`config.mk`:
```
export PLATFORM = sky130hd
export DESIGN_NAME = afdtd_ctrl
export DESIGN_NICKNAME = d
export VERILOG_FILES = /design/src/rtl/core/afdtd_pkg.sv /design/src/rtl/core/afdtd_ctrl.sv
export SDC_FILE = /design/constraint.sdc
export NUM_CORES = 1
export LEC_CHECK = 0
export ABC_AREA = 1
export BUFFER_PORTS_ARGS = -buffer_cell sky130_fd_sc_hd__clkbuf_2
export CORE_AREA = 2 2 97 99
export CTS_BUF_LIST = sky130_fd_sc_hd__clkbuf_8
export DETAILED_ROUTE_END_ITERATION = 10
export DIE_AREA = 0 0 99 101
export PLACE_DENSITY = 0.65
export SLEW_MARGIN = 20
export SYNTH_ARGS = -nofsm -noshare
export SYNTH_HDL_FRONTEND = slang
export SYNTH_SLANG_ARGS = --single-unit
```
`constraint.sdc`:
```
create_clock -name clk_i -period 2.8 [get_ports clk_i]
set_clock_uncertainty 0.15 [all_clocks]
set_input_delay 0 -clock clk_i [delete_from_list [all_inputs] [get_ports clk_i]]
set_output_delay 0 -clock clk_i [all_outputs]
set_load 0.005 [all_outputs]
```
`src/rtl/core/afdtd_pkg.sv`:
```
// shared types, codes and fixed widths for the acoustic fdtd step block
// no dependencies; used by every module under rtl/core except afdtd_ram
package afdtd_pkg;

  // counter and grid widths
  localparam int CNT_W  = 8;   // cell counters, enough for 256 columns or rows
  localparam int GRID_W = 7;   // configured grid size, at most 63 + 15 + 15 + 2

  // arithmetic widths
  localparam int DIFF_W = 35;  // stencil difference, up to four q16.16 terms
  localparam int ACC_W  = 68;  // full product of difference and coefficient
  localparam int SUM_W  = 49;  // old value minus scaled product
  localparam int X_W    = 35;  // clipped pre-damping value
  localparam int K_W    = 5;   // depth into the absorbing layer
  localparam int M_W    = 5;   // damping numerator 2L
  localparam int DND_W  = 39;  // divider dividend
  localparam int DVS_W  = 6;   // divider divisor 2L + k
  localparam int LO_W   = 18;  // low slice of the difference in the split product
  localparam int FRAC_W = 20;  // coefficient fraction bits

  // pre-damping clip, damping never shrinks by more than a third
  localparam logic signed [SUM_W-1:0] X_LIMIT = 49'sd8589934592;

  // four fifths of the column count through a reciprocal
  localparam int SKIP_MUL   = 205;
  localparam int SKIP_SHIFT = 10;

  // actions
  localparam logic [1:0] ACT_STEP  = 2'd0;
  localparam logic [1:0] ACT_WRITE = 2'd1;
  localparam logic [1:0] ACT_READ  = 2'd2;

  // result status
  localparam logic [1:0] ST_OK       = 2'd0;
  localparam logic [1:0] ST_OUTSIDE  = 2'd1;
  localparam logic [1:0] ST_OVERSIZE = 2'd2;

  // configuration register indexes
  localparam logic [2:0] CFG_MAIN_COLS  = 3'd0;
  localparam logic [2:0] CFG_MAIN_ROWS  = 3'd1;
  localparam logic [2:0] CFG_PML_LAYERS = 3'd2;
  localparam logic [2:0] CFG_PML_EDGES  = 3'd3;
  localparam logic [2:0] CFG_VEL_COEF   = 3'd4;
  localparam logic [2:0] CFG_PRS_COEF   = 3'd5;

  // configuration reset values
  localparam logic [5:0]  RST_MAIN_COLS  = 6'd40;
  localparam logic [5:0]  RST_MAIN_ROWS  = 6'd40;
  localparam logic [3:0]  RST_PML_LAYERS = 4'd6;
  localparam logic [3:0]  RST_PML_EDGES  = 4'd15;
  localparam logic [31:0] RST_VEL_COEF   = 32'd1828;
  localparam logic [31:0] RST_PRS_COEF   = 32'd289198309;

  // edge enable bits
  localparam int EDGE_UP    = 0;
  localparam int EDGE_DOWN  = 1;
  localparam int EDGE_LEFT  = 2;
  localparam int EDGE_RIGHT = 3;

  // read address phases
  localparam logic [1:0] RD_CENTER = 2'd0;
  localparam logic [1:0] RD_NEAR   = 2'd1;  // p left, vx right, vy below
  localparam logic [1:0] RD_FAR    = 2'd2;  // p above

  // datapath operations
  localparam logic [2:0] OP_NONE  = 3'd0;
  localparam logic [2:0] OP_LOAD  = 3'd1;
  localparam logic [2:0] OP_MLO   = 3'd2;
  localparam logic [2:0] OP_MHI   = 3'd3;
  localparam logic [2:0] OP_SUB   = 3'd4;
  localparam logic [2:0] OP_SCALE = 3'd5;
  localparam logic [2:0] OP_SAT   = 3'd6;

  // updated field
  localparam logic [1:0] SEL_VX = 2'd0;
  localparam logic [1:0] SEL_VY = 2'd1;
  localparam logic [1:0] SEL_P  = 2'd2;

  // write data source
  localparam logic [1:0] WS_RES  = 2'd0;
  localparam logic [1:0] WS_IN   = 2'd1;
  localparam logic [1:0] WS_ZERO = 2'd2;

  typedef struct packed {
    logic [1:0]         action;
    logic [5:0]         cell_col;
    logic [5:0]         cell_row;
    logic signed [31:0] write_value;
  } in_item_t;

  typedef struct packed {
    logic signed [31:0] read_value;
    logic [1:0]         status;
  } out_item_t;

  typedef struct packed {
    logic [CNT_W-1:0] col;
    logic [CNT_W-1:0] row;
    logic             rd_en;
    logic [1:0]       rd_phase;
    logic             cap_center;
    logic             cap_near;
    logic             cap_far;
    logic [2:0]       op;
    logic [1:0]       sel;
    logic             div_start;
    logic             wr_p;
    logic             wr_vx;
    logic             wr_vy;
    logic [1:0]       wr_src;
    logic             take_in;
    logic             out_load;
    logic             out_rd;
    logic [1:0]       out_status;
  } cmd_t;

  typedef struct packed {
    logic              oversize;
    logic [GRID_W-1:0] cols;
    logic [GRID_W-1:0] rows;
    logic [GRID_W-1:0] skip_lim;
    logic              div_busy;
  } sts_t;

endpackage

```
`src/rtl/core/afdtd_ctrl.sv`:
```
// controller: clearing sweep, item decode, cell loops and update sequencing
// depends on afdtd_pkg; drives afdtd_datapath through cmd_t
module afdtd_ctrl #(
  parameter int MAX_COLS = 64,
  parameter int MAX_ROWS = 64
) (
  input  logic                clk_i,
  input  logic                rst_ni,
  input  logic                in_valid_i,
  output logic                in_ready_o,
  input  afdtd_pkg::in_item_t in_data_i,
  output logic                out_valid_o,
  input  logic                out_ready_i,
  input  afdtd_pkg::sts_t     sts_i,
  output afdtd_pkg::cmd_t     cmd_o
);

  localparam int CNT_W = afdtd_pkg::CNT_W;

  localparam logic [4:0] S_CLEAR  = 5'd0;
  localparam logic [4:0] S_IDLE   = 5'd1;
  localparam logic [4:0] S_DECODE = 5'd2;
  localparam logic [4:0] S_RDWAIT = 5'd3;
  localparam logic [4:0] S_DONE   = 5'd4;
  localparam logic [4:0] S_CELL   = 5'd5;
  localparam logic [4:0] S_RD0    = 5'd6;
  localparam logic [4:0] S_RD1    = 5'd7;
  localparam logic [4:0] S_RD2    = 5'd8;
  localparam logic [4:0] S_RD3    = 5'd9;
  localparam logic [4:0] S_LOAD   = 5'd10;
  localparam logic [4:0] S_MLO    = 5'd11;
  localparam logic [4:0] S_MHI    = 5'd12;
  localparam logic [4:0] S_SUB    = 5'd13;
  localparam logic [4:0] S_SCALE  = 5'd14;
  localparam logic [4:0] S_DIV    = 5'd15;
  localparam logic [4:0] S_DWAIT  = 5'd16;
  localparam logic [4:0] S_SAT    = 5'd17;
  localparam logic [4:0] S_WB     = 5'd18;

  logic [4:0]       state_q, state_d;
  logic [CNT_W-1:0] col_q, col_d, row_q, row_d;
  logic [1:0]       act_q, act_d, sel_q, sel_d, status_q, status_d;
  logic             pass_q, pass_d, rd_q, rd_d, out_valid_q, out_valid_d;
  logic [CNT_W-1:0] cols, rows;
  logic             accept;

  assign cols       = CNT_W'(sts_i.cols);
  assign rows       = CNT_W'(sts_i.rows);
  assign in_ready_o = (state_q == S_IDLE);
  assign accept     = in_valid_i && in_ready_o;

  always_comb begin
    state_d     = state_q;
    col_d       = col_q;
    row_d       = row_q;
    act_d       = act_q;
    sel_d       = sel_q;
    status_d    = status_q;
    pass_d      = pass_q;
    rd_d        = rd_q;
    out_valid_d = out_valid_q && !out_ready_i;
    cmd_o          = '0;
    cmd_o.col      = col_q;
    cmd_o.row      = row_q;
    cmd_o.sel      = sel_q;
    cmd_o.rd_phase = afdtd_pkg::RD_CENTER;
    cmd_o.wr_src   = afdtd_pkg::WS_RES;
    cmd_o.take_in  = accept;
    case (state_q)
      S_CLEAR: begin
        // zero every entry of the three stores
        cmd_o.wr_p   = 1'b1;
        cmd_o.wr_vx  = 1'b1;
        cmd_o.wr_vy  = 1'b1;
        cmd_o.wr_src = afdtd_pkg::WS_ZERO;
        col_d = col_q + CNT_W'(1);
        if (col_q == CNT_W'(MAX_COLS - 1)) begin
          col_d = '0;
          row_d = row_q + CNT_W'(1);
          if (row_q == CNT_W'(MAX_ROWS - 1)) begin
            state_d = S_IDLE;
          end
        end
      end
      S_IDLE: begin
        if (accept) begin
          act_d   = in_data_i.action;
          col_d   = CNT_W'(in_data_i.cell_col);
          row_d   = CNT_W'(in_data_i.cell_row);
          state_d = S_DECODE;
        end
      end
      S_DECODE: begin
        rd_d     = 1'b0;
        status_d = afdtd_pkg::ST_OK;
        state_d  = S_DONE;
        if (sts_i.oversize) begin
          status_d = afdtd_pkg::ST_OVERSIZE;
        end else begin
          case (act_q)
            afdtd_pkg::ACT_STEP: begin
              col_d   = CNT_W'(1);
              row_d   = CNT_W'(1);
              pass_d  = 1'b0;
              state_d = S_CELL;
            end
            afdtd_pkg::ACT_WRITE, afdtd_pkg::ACT_READ: begin
              if (col_q >= cols || row_q >= rows) begin
                status_d = afdtd_pkg::ST_OUTSIDE;
              end else if (act_q == afdtd_pkg::ACT_WRITE) begin
                cmd_o.wr_p   = 1'b1;
                cmd_o.wr_src = afdtd_pkg::WS_IN;
              end else begin
                cmd_o.rd_en = 1'b1;
                state_d     = S_RDWAIT;
              end
            end
            default: ;
          endcase
        end
      end
      S_RDWAIT: begin
        cmd_o.cap_center = 1'b1;
        rd_d    = 1'b1;
        state_d = S_DONE;
      end
      S_DONE: begin
        if (!out_valid_q || out_ready_i) begin
          cmd_o.out_load   = 1'b1;
          cmd_o.out_rd     = rd_q;
          cmd_o.out_status = status_q;
          out_valid_d      = 1'b1;
          state_d          = S_IDLE;
        end
      end
      S_CELL: begin
        if (row_q >= rows - CNT_W'(1)) begin
          if (!pass_q) begin
            pass_d = 1'b1;
            col_d  = CNT_W'(1);
            row_d  = CNT_W'(1);
          end else begin
            rd_d     = 1'b0;
            status_d = afdtd_pkg::ST_OK;
            state_d  = S_DONE;
          end
        end else if (col_q >= cols - CNT_W'(1)) begin
          col_d = CNT_W'(1);
          row_d = row_q + CNT_W'(1);
        end else if (!pass_q && row_q == CNT_W'(1) && col_q < CNT_W'(sts_i.skip_lim)) begin
          // source row velocities stay untouched left of four fifths of the width
          col_d = col_q + CNT_W'(1);
        end else begin
          sel_d   = pass_q ? afdtd_pkg::SEL_P : afdtd_pkg::SEL_VX;
          state_d = S_RD0;
        end
      end
      S_RD0: begin
        cmd_o.rd_en = 1'b1;
        state_d     = S_RD1;
      end
      S_RD1: begin
        cmd_o.cap_center = 1'b1;
        cmd_o.rd_en      = 1'b1;
        cmd_o.rd_phase   = afdtd_pkg::RD_NEAR;
        state_d          = S_RD2;
      end
      S_RD2: begin
        cmd_o.cap_near = 1'b1;
        cmd_o.rd_en    = 1'b1;
        cmd_o.rd_phase = afdtd_pkg::RD_FAR;
        state_d        = S_RD3;
      end
      S_RD3: begin
        cmd_o.cap_far = 1'b1;
        state_d       = S_LOAD;
      end
      S_LOAD: begin
        cmd_o.op = afdtd_pkg::OP_LOAD;
        state_d  = S_MLO;
      end
      S_MLO: begin
        cmd_o.op = afdtd_pkg::OP_MLO;
        state_d  = S_MHI;
      end
      S_MHI: begin
        cmd_o.op = afdtd_pkg::OP_MHI;
        state_d  = S_SUB;
      end
      S_SUB: begin
        cmd_o.op = afdtd_pkg::OP_SUB;
        state_d  = S_SCALE;
      end
      S_SCALE: begin
        cmd_o.op = afdtd_pkg::OP_SCALE;
        state_d  = S_DIV;
      end
      S_DIV: begin
        cmd_o.div_start = 1'b1;
        state_d         = S_DWAIT;
      end
      S_DWAIT: begin
        if (!sts_i.div_busy) begin
          state_d = S_SAT;
        end
      end
      S_SAT: begin
        cmd_o.op = afdtd_pkg::OP_SAT;
        state_d  = S_WB;
      end
      S_WB: begin
        cmd_o.wr_vx = (sel_q == afdtd_pkg::SEL_VX);
        cmd_o.wr_vy = (sel_q == afdtd_pkg::SEL_VY);
        cmd_o.wr_p  = (sel_q == afdtd_pkg::SEL_P);
        if (sel_q == afdtd_pkg::SEL_VX) begin
          sel_d   = afdtd_pkg::SEL_VY;
          state_d = S_LOAD;
        end else begin
          col_d   = col_q + CNT_W'(1);
          state_d = S_CELL;
        end
      end
      default: state_d = S_IDLE;
    endcase
  end

  always_ff @(posedge clk_i or negedge rst_ni) begin
    if (!rst_ni) begin
      state_q     <= S_CLEAR;
      col_q       <= '0;
      row_q       <= '0;
      act_q       <= afdtd_pkg::ACT_STEP;
      sel_q       <= afdtd_pkg::SEL_VX;
      status_q    <= afdtd_pkg::ST_OK;
      pass_q      <= 1'b0;
      rd_q        <= 1'b0;
      out_valid_q <= 1'b0;
    end else begin
      state_q     <= state_d;
      col_q       <= col_d;
      row_q       <= row_d;
      act_q       <= act_d;
      sel_q       <= sel_d;
      status_q    <= status_d;
      pass_q      <= pass_d;
      rd_q        <= rd_d;
      out_valid_q <= out_valid_d;
    end
  end

  assign out_valid_o = out_valid_q;

  // a waiting result is never overwritten
  a_no_overwrite: assert property (@(posedge clk_i) disable iff (!rst_ni)
    cmd_o.out_load |-> (!out_valid_q || out_ready_i))
    else $error("result register overwritten while still waiting");

  // divider is started only when idle and read only after it finished
  a_div_idle: assert property (@(posedge clk_i) disable iff (!rst_ni)
    cmd_o.div_start |-> !sts_i.div_busy)
    else $error("divider started while busy");

  a_div_done: assert property (@(posedge clk_i) disable iff (!rst_ni)
    (cmd_o.op == afdtd_pkg::OP_SAT) |-> !sts_i.div_busy)
    else $error("quotient taken before the divider finished");

  // an accepted transaction is decoded in the next cycle
  a_decode: assert property (@(posedge clk_i) disable iff (!rst_ni)
    accept |=> (state_q == S_DECODE))
    else $error("accepted transaction not decoded");

endmodule

```
==> summary.md <==
| Metric | Value |
|---|---|
| Final critical-path required period | 2.62 ns |
| Fin nets | 775 |
| RSZ-0062 raised after global routing | yes |
| Switching share of power | 27.3% |
| FP Rows | 35 |
| CP max FO | 9 |
| FMAX | 0.381 GHz |
| Drt wl/cell | 13.1 µm |
| Vias/cell | 5.00 |
| Share of cells above drive strength 1 | 22.2% |
| Crit-path cells | ha_1, a21o_1, a21oi_1, nand2_1, nor2_1, nand3_1, or2_2, nand3_1, clkbuf_2 |
| GRT overflow | 0 |
| Net Sw Power | 0.267 mW |
| Sum of buffers and inverters on the critical path | 1 |
| Final Hold Vio Count | 0 |
| Pleak | 2.65 nW |
| Peak supply drop | 0.000147 V |
| TritonCTS clock tree | done |
| Post-CTS Setup Bufs | 0 |
| Gate Count Post-Synth | 542 |
| Comb power frac | 17.5% |
| Antenna Cells | 0 |
| Die ar. | 10000 µm² |
| Internal power | 0.709 mW |
| Crit path kind | flop to primary output |
| Slowest CP cell | dfrtp_1 |
| Register area share after synthesis | 21.0% |
| Seq cells post-synth | 30 |
| Pin count of the biggest net entering global routing | 31 |
| Yosys top cell by area | dfrtp_1 |
| Most frequent CP cell | nand3_1 |
| Netlist cell types | 41 |
| Crit path required time | 2.65 ns |
| CTS buffer count | 5 |
| Commonest cells post-synth | nand2_1 (126), inv_1 (95), nor2_1 (56) |
| I/O pin count | 113 |
| Mean post-synth cell area | 6.60 µm² |
| Number of synthesized flops with an enable pin | 0 |
| Routability cong. | 0.964 |
| Area grow syn2layout | 25.6% |
| Relative slew slack | 45.6% |
| HPWL Detailed | 8090 µm |
| Die Width | 99 µm |
| R2r startpoint | state_q[0]$_DFFE_PN0P_ |
| Syn_nets | 659 |
| Final Max Tran Viols | 0 |
| Core box area | 8980 µm² |
| Total global-route track usage | 20.6% |
| Worst skew pair latency | 0.29 ns |
| Starting density of the core | 39.8% |
| Startpoint Class | flop |
| Detailed-route DRC error count | 0 |
| CP peak stage delay | 0.55 ns |
| CTS root buf | clkbuf_8 |
| Clock power share | 37.6% |
| Post-synth ARST share | 100% |
| Worst-margin pin slew | 0.816 ns |
| Starting DRT DRC Count | 122 |
| Arrival @ worst endpoint | 2.47 ns |
| Max Cap Viol | 0 |
| Clk sinks | 30 |
| Crit-path leading delay family | simple AND/OR/NAND/NOR gates |
| Final ANT Viol Nets | 0 |
| Vias in the first global route | 3630 |
| Cell Area, Synth | 3570 µm² |
| Final Core Density | 50.0% |
| Vias | 3849 |
| Synth Flop Type | dfrtp_1 |
| Clk slew on worst S/H paths | 0.06 ns |
| Status | completed |
| Final setup vio count | 0 |
| Overall power | 0.976 mW |
| Post-synth top area share | 21.0% |
| Antenna violations before repair | 0 |
| Clk buf depth | 2 |
| Port bufs | 80 |
| Fillcell total | 924 |
| Fin crit share | 93.7% |
| Initial DRT Pass Iterations | 4 |
| Die height | 101 µm |
| Critical Path Source | col_q[5]$_DFFE_PN0P_ |
| Worst setup EP type | primary output |
| Global-route wire length before repair | 16900 µm |
| Flop pwr share | 44.8% |
| Worst hold path type | primary input to asynchronous set/reset pin |
| Depth of the CTS H-tree | 2 |
| Yosys warning count | 0 |
| Post-Route WL | 10100 µm |
| PD cells | 217 nW/µm² |
| Top cells by area, synth | dfrtp_1 (21%), ha_1 (15%), nand2_1 (13%) |
| Cell with the most instances after synthesis | nand2_1 |
cells in the final DEF, fill, tap and decap left out, types with 2 or more instances in the layout:
cell type	instances
nand4_1	8
nand3_2	3
nor2_4	5
nand2_2	6
nand3_1	37
clkbuf_8	6
a21oi_1	20
clkinv_2	2
a21o_1	2
o21ai_1	2
dlygate4sd3_1	20
ha_1	44
o211ai_1	4
o21ai_0	24
nand2_4	3
nor3_1	15
xor2_1	15
buf_4	11
o21bai_1	2
o21ai_2	7
inv_2	8
clkbuf_2	80
nor2_2	5
o31ai_1	3
clkinvlp_4	2
nor2_1	56
dfrtp_1	29
o22ai_1	2
xnor2_1	5
nand2_1	125
inv_1	95
timing repair:
item | in CTS | in global routing
resized for setup | 0 | 5
hold buffers | 20 | 0
endpoints found under the hold margin | 47 | 0
endpoints found under the setup margin | 0 | 10
per-stage QoR:
step / cell area, µm² / hold WS, ns / worst slack, ns / TNS [ns] / cells
4_1_cts: 4460 / 0.189 / 0.146 / 0 / 768
2_1_floorplan: 3570 / -0.446 / 0.479 / 0 / 542
3_5_place_dp: 4170 / -0.0187 / 0.0126 / 0 / 740
3_3_place_gp: 4170 / -0.0274 / 0.132 / 0 / 740
5_1_grt: 4490 / 0.234 / -0.0125 / -0.0125 / 770
6_report: 4490 / 0.199 / 0.176 / 0 / 770
kinds of logic (layout without fill, tap and decap cells):
logic type / after synthesis / in the layout / share of synthesized area (%)
adder cells (fa/ha/maj): 44 / 44 / 15.4
buffers and inverters: 109 / 225 / 12.0
AO/OA/AOI/OAI: 70 / 70 / 12.0
flip-flops: 30 / 30 / 21.0
XOR/XNOR: 20 / 20 / 4.90
AND/OR/NAND/NOR: 269 / 270 / 34.8
sequential cells by signal, indices dropped and copies added, names as in the netlist:
name,count
col_q,8
row_q,8
state_q,5
act_q,2
sel_q,2
status_q,2
out_valid_o,1
pass_q,1
rd_q,1
power groups by stage:
stage	Sequential, mW	Combinational [mW]	Clock [mW]
finish	0.437	0.171	0.367
detailed placement	0.446	0.151	0
global route	0.437	0.198	0.393
global placement	0.445	0.146	0
CTS	0.437	0.172	0.370
floorplan	0.445	0.0878	0
metal layers:
metal	global-route usage [%]	wire length, µm
met1	27.3	4570
met2	36.0	4860
met3	3.12	595
met4	3.90	93
met5	0	0
path summary, 6_finish.rpt:
| check | slack [ns] | depth (start not counted) | to |
|---|---|---|---|
| hold reg to reg | 0.38 | 2 | sel_q[0]$_DFFE_PN0P_ |
| max in group asynchronous | 1.74 | 2 | col_q[0]$_DFFE_PN0P_ |
| setup reg to reg | 0.24 | 8 | act_q[0]$_DFFE_PN0P_ |
| min in group clk_i | 0.20 | 8 | state_q[1]$_DFFE_PN0P_ |
| setup / recovery | 0.18 | 9 | cmd_o[21] |
| hold / removal | 0.20 | 2 | col_q[2]$_DFFE_PN0P_ |
cell type report:
class                   instances  area, µm²  area share, %
repair inverters                1       7.51          0.167
repair buffers                111        683           15.2
clock inverters                 2       8.76          0.195
flip-flops and latches         30        752           16.7
inverters                     105        402           8.94
clock buffers                   6       82.6           1.84
well taps                     111        139           3.09
multi-input cells             404       2420           53.8
No activity file was read; power rests on OpenSTA's default activity.
